[src/hw/rtl/serial_packet_deframer_top_defines.svh]
// Assertion macros shared by the deframer RTL.
// No dependencies; files that assert include this header by name.
`ifndef SERIAL_PACKET_DEFRAMER_TOP_DEFINES_SVH
`define SERIAL_PACKET_DEFRAMER_TOP_DEFINES_SVH

`ifndef ASSERT_OFF

// Property must hold at every clock edge outside reset.
`define SPD_ASSERT(label, clk, rst_n, prop) \
	label: assert property (@(posedge clk) disable iff (!rst_n) (prop)) \
		else $error("deframer assertion failed");

// Condition must never be true at a clock edge outside reset.
`define SPD_NEVER(label, clk, rst_n, cond) \
	label: assert property (@(posedge clk) disable iff (!rst_n) !(cond)) \
		else $error("deframer forbidden condition seen");

`else

`define SPD_ASSERT(label, clk, rst_n, prop)
`define SPD_NEVER(label, clk, rst_n, cond)

`endif

`endif

[src/hw/rtl/spd_pkg.sv]
// Types, constants and checksum function of the serial packet deframer.
// No dependencies; used by the parser and the top level.
package spd_pkg;

	// Frame start byte and the left shift that forms a rotate right by one.
	localparam logic [7:0] FRAME_START = 8'hCC;
	localparam int unsigned ROT_AMT = 7;

	typedef enum logic [1:0] {
		KIND_NONE   = 2'd0,
		KIND_DATA   = 2'd1,
		KIND_ACCEPT = 2'd2,
		KIND_REJECT = 2'd3
	} kind_t;

	typedef enum logic [5:0] {
		PH_IDLE    = 6'b000001,
		PH_LEN     = 6'b000010,
		PH_ID      = 6'b000100,
		PH_PAYLOAD = 6'b001000,
		PH_CHECK   = 6'b010000,
		PH_TRAILER = 6'b100000
	} phase_t;

	// One result item as produced by the parser.
	typedef struct packed {
		kind_t      kind;
		logic [7:0] data_byte;
		logic [7:0] byte_index;
		logic [7:0] packet_id;
		logic [7:0] packet_length;
	} spd_result_t;

	// Rotate the running sum right by one bit, then add the byte modulo 256.
	function automatic logic [7:0] sum_update(input logic [7:0] sum, input logic [7:0] b);
		logic [7:0] rot;
		rot = (sum >> 1) | (sum << ROT_AMT);
		return rot + b;
	endfunction

endpackage

[src/hw/rtl/spd_if.sv]
// Valid/ready channel interfaces of the deframer: received bytes in, results out.
// Depends on nothing but the field widths of the block.
interface spd_byte_if;
	logic       valid;
	logic       ready;
	logic [7:0] rx_byte;

	modport source (output valid, output rx_byte, input ready);
	modport sink (input valid, input rx_byte, output ready);
endinterface

interface spd_result_if;
	logic       valid;
	logic       ready;
	logic [1:0] kind;
	logic [7:0] data_byte;
	logic [7:0] byte_index;
	logic [7:0] packet_id;
	logic [7:0] packet_length;

	modport source (output valid, output kind, output data_byte, output byte_index,
		output packet_id, output packet_length, input ready);
	modport sink (input valid, input kind, input data_byte, input byte_index,
		input packet_id, input packet_length, output ready);
endinterface

[src/hw/rtl/spd_parser.sv]
// Frame parser state machine: holds the frame state and forms one result per byte.
// Depends on spd_pkg for the phase and result types and the checksum function.
module spd_parser
	import spd_pkg::*;
(
	input  logic        clk,
	input  logic        arst_n,
	input  logic        step,
	input  logic [7:0]  rx_byte,
	output spd_result_t res
);

	phase_t     phase_q, phase_d;
	logic [7:0] length_q, length_d;
	logic [7:0] id_q, id_d;
	logic [7:0] count_q, count_d;
	logic [7:0] sum_q, sum_d;
	kind_t      kind;
	logic [7:0] data_byte;
	logic [7:0] byte_index;

	// Next state and result for the byte presented this cycle.
	always_comb begin
		phase_d    = phase_q;
		length_d   = length_q;
		id_d       = id_q;
		count_d    = count_q;
		sum_d      = sum_q;
		kind       = KIND_NONE;
		data_byte  = 8'd0;
		byte_index = 8'd0;
		unique case (phase_q)
			PH_LEN: begin
				length_d = rx_byte;
				phase_d  = PH_ID;
			end
			PH_ID: begin
				id_d    = rx_byte;
				sum_d   = sum_update(sum_q, rx_byte);
				// An empty payload goes straight to the checksum byte.
				phase_d = (length_q == 8'd0) ? PH_CHECK : PH_PAYLOAD;
			end
			PH_PAYLOAD: begin
				kind       = KIND_DATA;
				data_byte  = rx_byte;
				byte_index = count_q;
				sum_d      = sum_update(sum_q, rx_byte);
				count_d    = count_q + 8'd1;
				if (count_d >= length_q) begin
					phase_d = PH_CHECK;
				end
			end
			PH_CHECK: begin
				if (rx_byte == sum_q) begin
					phase_d = PH_TRAILER;
				end else begin
					kind    = KIND_REJECT;
					phase_d = PH_IDLE;
				end
				sum_d = 8'd0;
			end
			PH_TRAILER: begin
				// Any byte value closes a good frame.
				kind    = KIND_ACCEPT;
				phase_d = PH_IDLE;
			end
			default: begin
				phase_d = PH_IDLE;
				if (rx_byte == FRAME_START) begin
					sum_d   = 8'd0;
					count_d = 8'd0;
					phase_d = PH_LEN;
				end
			end
		endcase
	end

	// Frame state advances only when the byte moves on to the result register.
	always_ff @(posedge clk or negedge arst_n) begin
		if (!arst_n) begin
			phase_q  <= PH_IDLE;
			length_q <= 8'd0;
			id_q     <= 8'd0;
			count_q  <= 8'd0;
			sum_q    <= 8'd0;
		end else if (step) begin
			phase_q  <= phase_d;
			length_q <= length_d;
			id_q     <= id_d;
			count_q  <= count_d;
			sum_q    <= sum_d;
		end
	end

	assign res.kind          = kind;
	assign res.data_byte     = data_byte;
	assign res.byte_index    = byte_index;
	assign res.packet_id     = id_d;
	assign res.packet_length = length_d;

endmodule

[src/hw/rtl/serial_packet_deframer_top.sv]
// Serial packet deframer top level: input register, parser, result register.
// Depends on spd_pkg, the channel interfaces in spd_if.sv and spd_parser.
//
// The block takes received bytes and parses frames of the form header 0xCC,
// length, ID, payload, checksum, trailer, where the checksum rotates right by
// one and adds each ID and payload byte. Every accepted byte gives exactly one
// result item: kind 0 for nothing, 1 for a payload byte with its index, 2 for
// an accepted packet (on the trailer byte), 3 for a checksum mismatch; the
// packet ID and length of the current or most recent frame ride along. One
// byte is taken every cycle while results are drained; each byte passes
// through the input register and then the result register, with the frame
// state updated in a single step as a byte passes between them. A stalled
// result side backs up through both registers before ready drops.
`include "serial_packet_deframer_top_defines.svh"

module serial_packet_deframer_top
	import spd_pkg::*;
(
	input logic          clk,
	input logic          arst_n,
	spd_byte_if.sink     byte_in,
	spd_result_if.source result_out
);

	logic        valid_s1;
	logic [7:0]  byte_s1;
	logic        valid_s2;
	spd_result_t res_s2;
	spd_result_t res;
	logic        out_free;
	logic        advance;

	// Result register can take a new item when empty or being drained.
	assign out_free      = !valid_s2 || result_out.ready;
	assign advance       = valid_s1 && out_free;
	assign byte_in.ready = !valid_s1 || out_free;

	// Input register.
	always_ff @(posedge clk or negedge arst_n) begin
		if (!arst_n) begin
			valid_s1 <= 1'b0;
		end else if (byte_in.ready) begin
			valid_s1 <= byte_in.valid;
		end
	end

	always_ff @(posedge clk) begin
		if (byte_in.ready && byte_in.valid) begin
			byte_s1 <= byte_in.rx_byte;
		end
	end

	spd_parser u_parser (
		.clk     (clk),
		.arst_n  (arst_n),
		.step    (advance),
		.rx_byte (byte_s1),
		.res     (res)
	);

	// Result register.
	always_ff @(posedge clk or negedge arst_n) begin
		if (!arst_n) begin
			valid_s2 <= 1'b0;
		end else if (out_free) begin
			valid_s2 <= valid_s1;
		end
	end

	always_ff @(posedge clk) begin
		if (advance) begin
			res_s2 <= res;
		end
	end

	assign result_out.valid         = valid_s2;
	assign result_out.kind          = res_s2.kind;
	assign result_out.data_byte     = res_s2.data_byte;
	assign result_out.byte_index    = res_s2.byte_index;
	assign result_out.packet_id     = res_s2.packet_id;
	assign result_out.packet_length = res_s2.packet_length;

	// A payload byte always lies inside the announced length.
	`SPD_ASSERT(a_index_in_range, clk, arst_n, (valid_s2 && res_s2.kind == KIND_DATA) |-> (res_s2.byte_index < res_s2.packet_length))
	// Items other than payload bytes carry zero data and index.
	`SPD_ASSERT(a_idle_fields_zero, clk, arst_n, (valid_s2 && res_s2.kind != KIND_DATA) |-> (res_s2.data_byte == 8'd0 && res_s2.byte_index == 8'd0))
	// A byte held in the input register waits there while the result side stalls.
	`SPD_ASSERT(a_s1_holds, clk, arst_n, (valid_s1 && !out_free) |=> (valid_s1 && $stable(byte_s1)))
	// The parser never steps without a byte in the input register.
	`SPD_NEVER(a_step_needs_byte, clk, arst_n, advance && !valid_s1)

endmodule
[src/flat_wrapper.sv]
// flat-port wrapper written by rule: the top's interface ports become plain ports
module serial_packet_deframer_top_flat import spd_pkg::*;
  (clk, arst_n, byte_in_valid, byte_in_rx_byte, byte_in_ready, result_out_valid, result_out_kind, result_out_data_byte, result_out_byte_index, result_out_packet_id, result_out_packet_length, result_out_ready);
  spd_byte_if byte_in_i ();
  spd_result_if result_out_i ();
  input logic clk;
  input logic arst_n;
  input wire logic [$bits(byte_in_i.valid)-1:0] byte_in_valid;
  input wire logic [$bits(byte_in_i.rx_byte)-1:0] byte_in_rx_byte;
  output wire logic [$bits(byte_in_i.ready)-1:0] byte_in_ready;
  output wire logic [$bits(result_out_i.valid)-1:0] result_out_valid;
  output wire logic [$bits(result_out_i.kind)-1:0] result_out_kind;
  output wire logic [$bits(result_out_i.data_byte)-1:0] result_out_data_byte;
  output wire logic [$bits(result_out_i.byte_index)-1:0] result_out_byte_index;
  output wire logic [$bits(result_out_i.packet_id)-1:0] result_out_packet_id;
  output wire logic [$bits(result_out_i.packet_length)-1:0] result_out_packet_length;
  input wire logic [$bits(result_out_i.ready)-1:0] result_out_ready;
  assign byte_in_i.valid = byte_in_valid;
  assign byte_in_i.rx_byte = byte_in_rx_byte;
  assign byte_in_ready = byte_in_i.ready;
  assign result_out_valid = result_out_i.valid;
  assign result_out_kind = result_out_i.kind;
  assign result_out_data_byte = result_out_i.data_byte;
  assign result_out_byte_index = result_out_i.byte_index;
  assign result_out_packet_id = result_out_i.packet_id;
  assign result_out_packet_length = result_out_i.packet_length;
  assign result_out_i.ready = result_out_ready;
  serial_packet_deframer_top u_core (.clk(clk), .arst_n(arst_n), .byte_in(byte_in_i), .result_out(result_out_i));
endmodule
[config.mk]
export PLATFORM = sky130hd
export DESIGN_NAME = serial_packet_deframer_top_flat
export DESIGN_NICKNAME = d
export VERILOG_FILES = /design/src/hw/rtl/spd_pkg.sv /design/src/hw/rtl/spd_if.sv /design/src/hw/rtl/spd_parser.sv /design/src/hw/rtl/serial_packet_deframer_top.sv /design/src/flat_wrapper.sv
export VERILOG_INCLUDE_DIRS = /design/src /design/src/hw/rtl
export SDC_FILE = /design/constraint.sdc
export NUM_CORES = 1
export LEC_CHECK = 0
export CORE_MARGIN = 2
export CORE_UTILIZATION = 68
export CTS_CLUSTER_SIZE = 8
export DETAILED_ROUTE_END_ITERATION = 10
export DONT_BUFFER_PORTS = 1
export PLACE_DENSITY = 0.84
export SYNTH_ARGS = -nofsm -noshare
export SYNTH_HDL_FRONTEND = slang
export SYNTH_SLANG_ARGS = --single-unit
[constraint.sdc]
create_clock -name clk -period 3.8 [get_ports clk]
set_input_delay 0.76 -clock clk [delete_from_list [all_inputs] [get_ports clk]]
set_output_delay 0.76 -clock clk [all_outputs]
set_load 0.02 [all_outputs]
### Word-level counts from Yosys, hierarchy flattened

Index checks and enable logic that the tools add are counted.

* bits in registers: 82
* output and inout bits: 36
* word-level logic and storage cells: 54

* add/subtract/negate cells: 2
* $lt $le $gt $ge: 1
* eq/ne operators: 8
* mux-type cells: 12
* bitwise logic cells: 3
* reduce and logical (&&, ||, !) cells: 15

Operators with widths (number)
* 6-bit one-hot mux with 5 select lines: 1
* 8-bit two-way mux: 3
* 8-bit one-hot mux with 3 select lines: 1
* 8-bit one-hot mux with 2 select lines: 1
* 6-bit two-way mux: 2
* 8-bit by 1-bit adder with 8-bit output, second input constant: 1
* 8-bit adder: 1
* 8-bit equality test: 1
* 8-bit equality test, second input constant: 1
* 8-bit >= comparator: 1
* 8-bit zero test: 1
* 7-bit by 8-bit OR with 8-bit output: 1
* 6-bit by 2-bit equality test with 1-bit output, second input constant: 1
* 6-bit by 3-bit equality test with 1-bit output, second input constant: 1
* 6-bit by 4-bit equality test with 1-bit output, second input constant: 1
* 6-bit by 5-bit equality test with 1-bit output, second input constant: 1
* 6-bit equality test, second input constant: 1
* 2-bit one-hot mux with 3 select lines: 1
* 3-bit AND reduction: 2
* 5-bit two-way mux: 1
* 2-bit two-way mux: 2
* 2-bit OR reduction: 2
* 4-bit OR reduction: 1
* 3-bit nonzero test: 1
* 7 further kinds: 11

### Depth between registers and ports, before layout

* depth after elaboration: 4
* depth in mapped cells: 10
* gate-level depth less buffers: 10

### By module

A second synthesis with hierarchy kept.

* cell total of the unflattened synthesis: 319
* area, all modules: 4027.6 um2

Modules (own cells, without submodules)
* spd_parser: instances 1, cells an instance 269, area an instance 2662.6 um2
* serial_packet_deframer_top: instances 1, cells an instance 50, area an instance 1365.1 um2

### Worst setup path after synthesis

Ideal clock, no wire load.

* path kind: in2reg
* start point: in result_out_ready
* end point: reg u_core.res_s2 (netlist bit u_core.result_out.byte_index[0]), enable pin
* library setup time: 0.410 ns
* data arrival time: 2.268 ns
* setup slack: 1.122 ns
* stages: 3
* cell sequence: nor2b_1 -> nor2_1 -> clkbuf_1

* word-level cells in the longest chain between the ends: 2

Ends and longest elaborated chain
* from (decl): line flat_wrapper.sv:17 `input wire logic [$bits(result_out_i.ready)-1:0] result_out_ready;`
* 1-bit logical OR: line serial_packet_deframer_top.sv:34 `assign out_free = !valid_s2 || result_out.ready;`
* 1-bit logical AND: line serial_packet_deframer_top.sv:35 `assign advance = valid_s1 && out_free;`
* via u_core.advance: line serial_packet_deframer_top.sv:31 `logic advance;`
* to (signal assigned): line serial_packet_deframer_top.sv:72 `res_s2 <= res;`
* to (decl): line serial_packet_deframer_top.sv:28 `spd_result_t res_s2;`

The timed path passes the listed nets, and every way through them passes these cells.
A chain may end at the register's enable or synchronous reset.

### Final worst setup path

* start point: reg u_core.u_parser.count_q[0]
* end point: reg u_core.u_parser.phase_q[5]

* word-level cells in the longest chain between the ends: 4

Ends and longest elaborated chain
* from (decl): line spd_parser.sv:16 `logic [7:0] count_q, count_d;`
* from (signal assigned): line spd_parser.sv:90 `count_q <= count_d;`
* 8-bit by 1-bit adder with 8-bit output: line spd_parser.sv:48 `count_d = count_q + 8'd1;`
* 8-bit >= comparator: line spd_parser.sv:49 `if (count_d >= length_q) begin`
* 2-bit != test (no line)
* 2-bit AND reduction (no line)
* to (signal assigned): line spd_parser.sv:87 `phase_q <= phase_d;`
* to (decl): line spd_parser.sv:13 `phase_t phase_q, phase_d;`

Every way passes these cells.

==> out/metrics.yaml <==
critical_path:
  cp-end-kind: "flip-flop"
  cp-start-kind: "flip-flop"
  cp.required_ns: 4.04
  crit_type: "flip-flop to flip-flop"
  worstSetupStartpoint: "u_core.u_parser.count_q[0]"
  crit_arrival_ns: 3.11
  r2r_start: "u_core.u_parser.count_q[0]"
  crit_path_max_fanout: 7
cts:
  cts-root-buf: "clkbuf_8"
  insertion_delay_ns: 0.36
  ctsHoldBuffers: 0
  post_cts_buffers: 0
  cts_buffers: 9
  cts_resized: 0
  clock_path_buffers: 2
  clock-sinks: 82
  clk_pin_slew_ns: 0.08
  cts_tree: "yes"
  htree_levels: 3
final_layout:
  area_growth_syn_to_layout_pct: 5.09
  n_fill_cell: 350
  mostFrequentLayoutCells: "edfxtp_1, dfrtp_1, nand2_1, mux2_2, and3_1"
  drive_above_1_share: 0.168
  fin_cells: 403
  layout_commonest_cell: "edfxtp_1"
  antenna-diode-count: 0
  nets: 352
  fin_area_um2: 4290
floorplanning:
  rows: 28
  die-area_um2: 6640
  die_h_um: 81.5
  floorplan.initialDensity: 0.697
  core_um2: 5850
  die_w_um: 81.5
  ios: 48
placement:
  io_buffers: 0
  place_ws_ns: 1.01
  place_inst: 387
  gp_congestion: 0.867
  dpl_cell_area_um2: 4120
  place_hpwl_mm: 5.54
routing:
  dr_total_vias: 2601
  via_per_inst: 6.45
  drt_iter0_drc: 196
  postRouteAntennaNets: 0
  wl_per_cell_um: 20.2
  first_pass_iters: 4
  drc: 0
  finalWirelength_mm: 8.14
global_routing:
  antenna_found_initial: 0
  grt_usage: 0.268
  grt_max_degree: 41
  grt_first_pass_wirelength_mm: 12.9
  grt_overflow: 0
  grt_pass1_vias: 2505
timing:
  fmax_mhz: 348
  slew_violations: 0
  setup_viol: 0
  rsz0062_at_grt: "false"
  period_share: 0.757
  finalHoldViolations: 0
  tns_ns: 0
  fin_skew_ns: 0.00973
  fin_crit_ns: 2.88
  tightest_slew_ns: 0.778
  finalWorstSetupSlack_ns: 0.924
  slew_headroom: 0.480
logic_synthesis:
  syn_area_um2: 4080
  synth_seq_cells: 82
  synth_top_area_cell: "edfxtp_1"
  ys.flop_type: "edfxtp_1"
  syn-num-nets: 350
  synth_edf_count: 42
  synth-seq-area-share: 0.555
  postSynthAreaPerCell_um2: 12.7
  syn_inst: 321
  yosysWarnings: 0
  ys_types: 51
  synth.top_cell.area_share: 0.309
  synth-async-reset-ratio: 0.488
  synthTopCellsByArea: "edfxtp_1, dfrtp_1, mux2_2, ha_1, xnor2_1"
pwr:
  p_switching_uw: 456
  sw_frac_of_total: 0.254
  powerDensity_nw_per_um2: 419
  leakagePower_uw: 0.00184
  pwr-share-seq: 0.612
  max-vdd-ir-drop_uv: 272
  intPower_uw: 1340
  power.total_uw: 1800
  comb_power_share: 0.082
  clockPowerShare: 0.307
outcome:
  status: "finished clean"
run:
  maxCapViolCount: 0
worst_hold_path:
  hold_class: "input port to asynchronous set/reset pin"
-- cell usage after synthesis (2+ instances only) --
master	instances
clkbuf_1	6
ha_1	16
nor2_1	11
o211ai_1	4
a22o_1	2
edfxtp_1	42
mux2_2	22
nor4_1	2
xor2_1	4
inv_1	12
nor3_1	2
a21oi_1	11
and3_1	19
o21bai_1	2
dfrtp_1	39
o21a_1	3
mux2_4	7
xnor2_1	16
nor2b_1	4
o21ai_0	17
nand3_1	7
nand4b_1	2
nand2b_1	2
buf_6	2
a32o_1	6
o31ai_1	5
nand2_1	28
nand4_1	5
-- final cells by class --
class	instances	area [um2]	share of cell area
Multi-Input combinational cell	216	1700	0.397
Clock buffer	13	149	0.0347
Inverter	12	45.0	0.0105
Timing Repair Buffer	2	15.0	0.00350
Clock inverter	3	17.5	0.00409
Sequential cell	82	2260	0.528
Tap cell	75	93.8	0.0219
-- power groups by stage --
stage / combinational, uW / clock [uW] / sequential, uW
3_3_place_gp: 139 / 0 / 1110
5_1_grt: 161 / 594 / 1110
2_1_floorplan: 126 / 0 / 1100
4_1_cts: 147 / 557 / 1100
3_5_place_dp: 146 / 0 / 1120
6_report: 147 / 551 / 1100
-- worst max-delay path: stages (launching register included) --
cell and delay, ns:
dfrtp_1 0.45, and3_1 0.23, and3_1 0.20, and3_1 0.19, xor2_1 0.16, ha_1 0.31, nand3_1 0.10, nor2_1 0.13
a21oi_1 0.11, a311oi_4 0.49, mux2_2 0.39
-- final timing paths --
path                       depth (start not counted)                          to  slack (ns)
setup / recovery                                  10  u_core.u_parser.phase_q[5]        0.92
hold / removal                                     0    u_core.u_parser.sum_q[5]        0.09
setup reg to reg                                  10  u_core.u_parser.phase_q[5]        0.92
hold reg to reg                                    1     u_core.u_parser.id_q[4]        0.51
max in group asynchronous                          0  u_core.u_parser.phase_q[0]        3.52
min in group clk                                   0           u_core.byte_s1[0]        0.49
-- logic make-up (layout without fill, tap and decap cells) --
family | count (synthesis) | count (layout) | share of synthesized area
mux | 30 | 30 | 0.0889
fa+ha+maj | 17 | 17 | 0.0540
compound gates | 56 | 56 | 0.0994
xor+xnor | 20 | 20 | 0.0429
simple gates | 93 | 93 | 0.131
buf+inv | 23 | 30 | 0.0294
flops | 82 | 82 | 0.555
-- per-layer routing --
layer	vias to the layer above	track usage	routed length, um
met5	-	0	0
met4	0	0.0797	138
met3	15	0.0769	512
met2	124	0.415	3890
met1	1265	0.371	3600
li1	1197	-	-
-- stage by stage --
step	hold slack, ns	utilization
floorplan	0.464	-
global placement	0.465	0.704
finish	0.0889	0.733
detailed placement	0.465	0.704
global route	0.0663	0.733
CTS	0.0787	0.733
No activity file was read; power rests on OpenSTA's default activity.
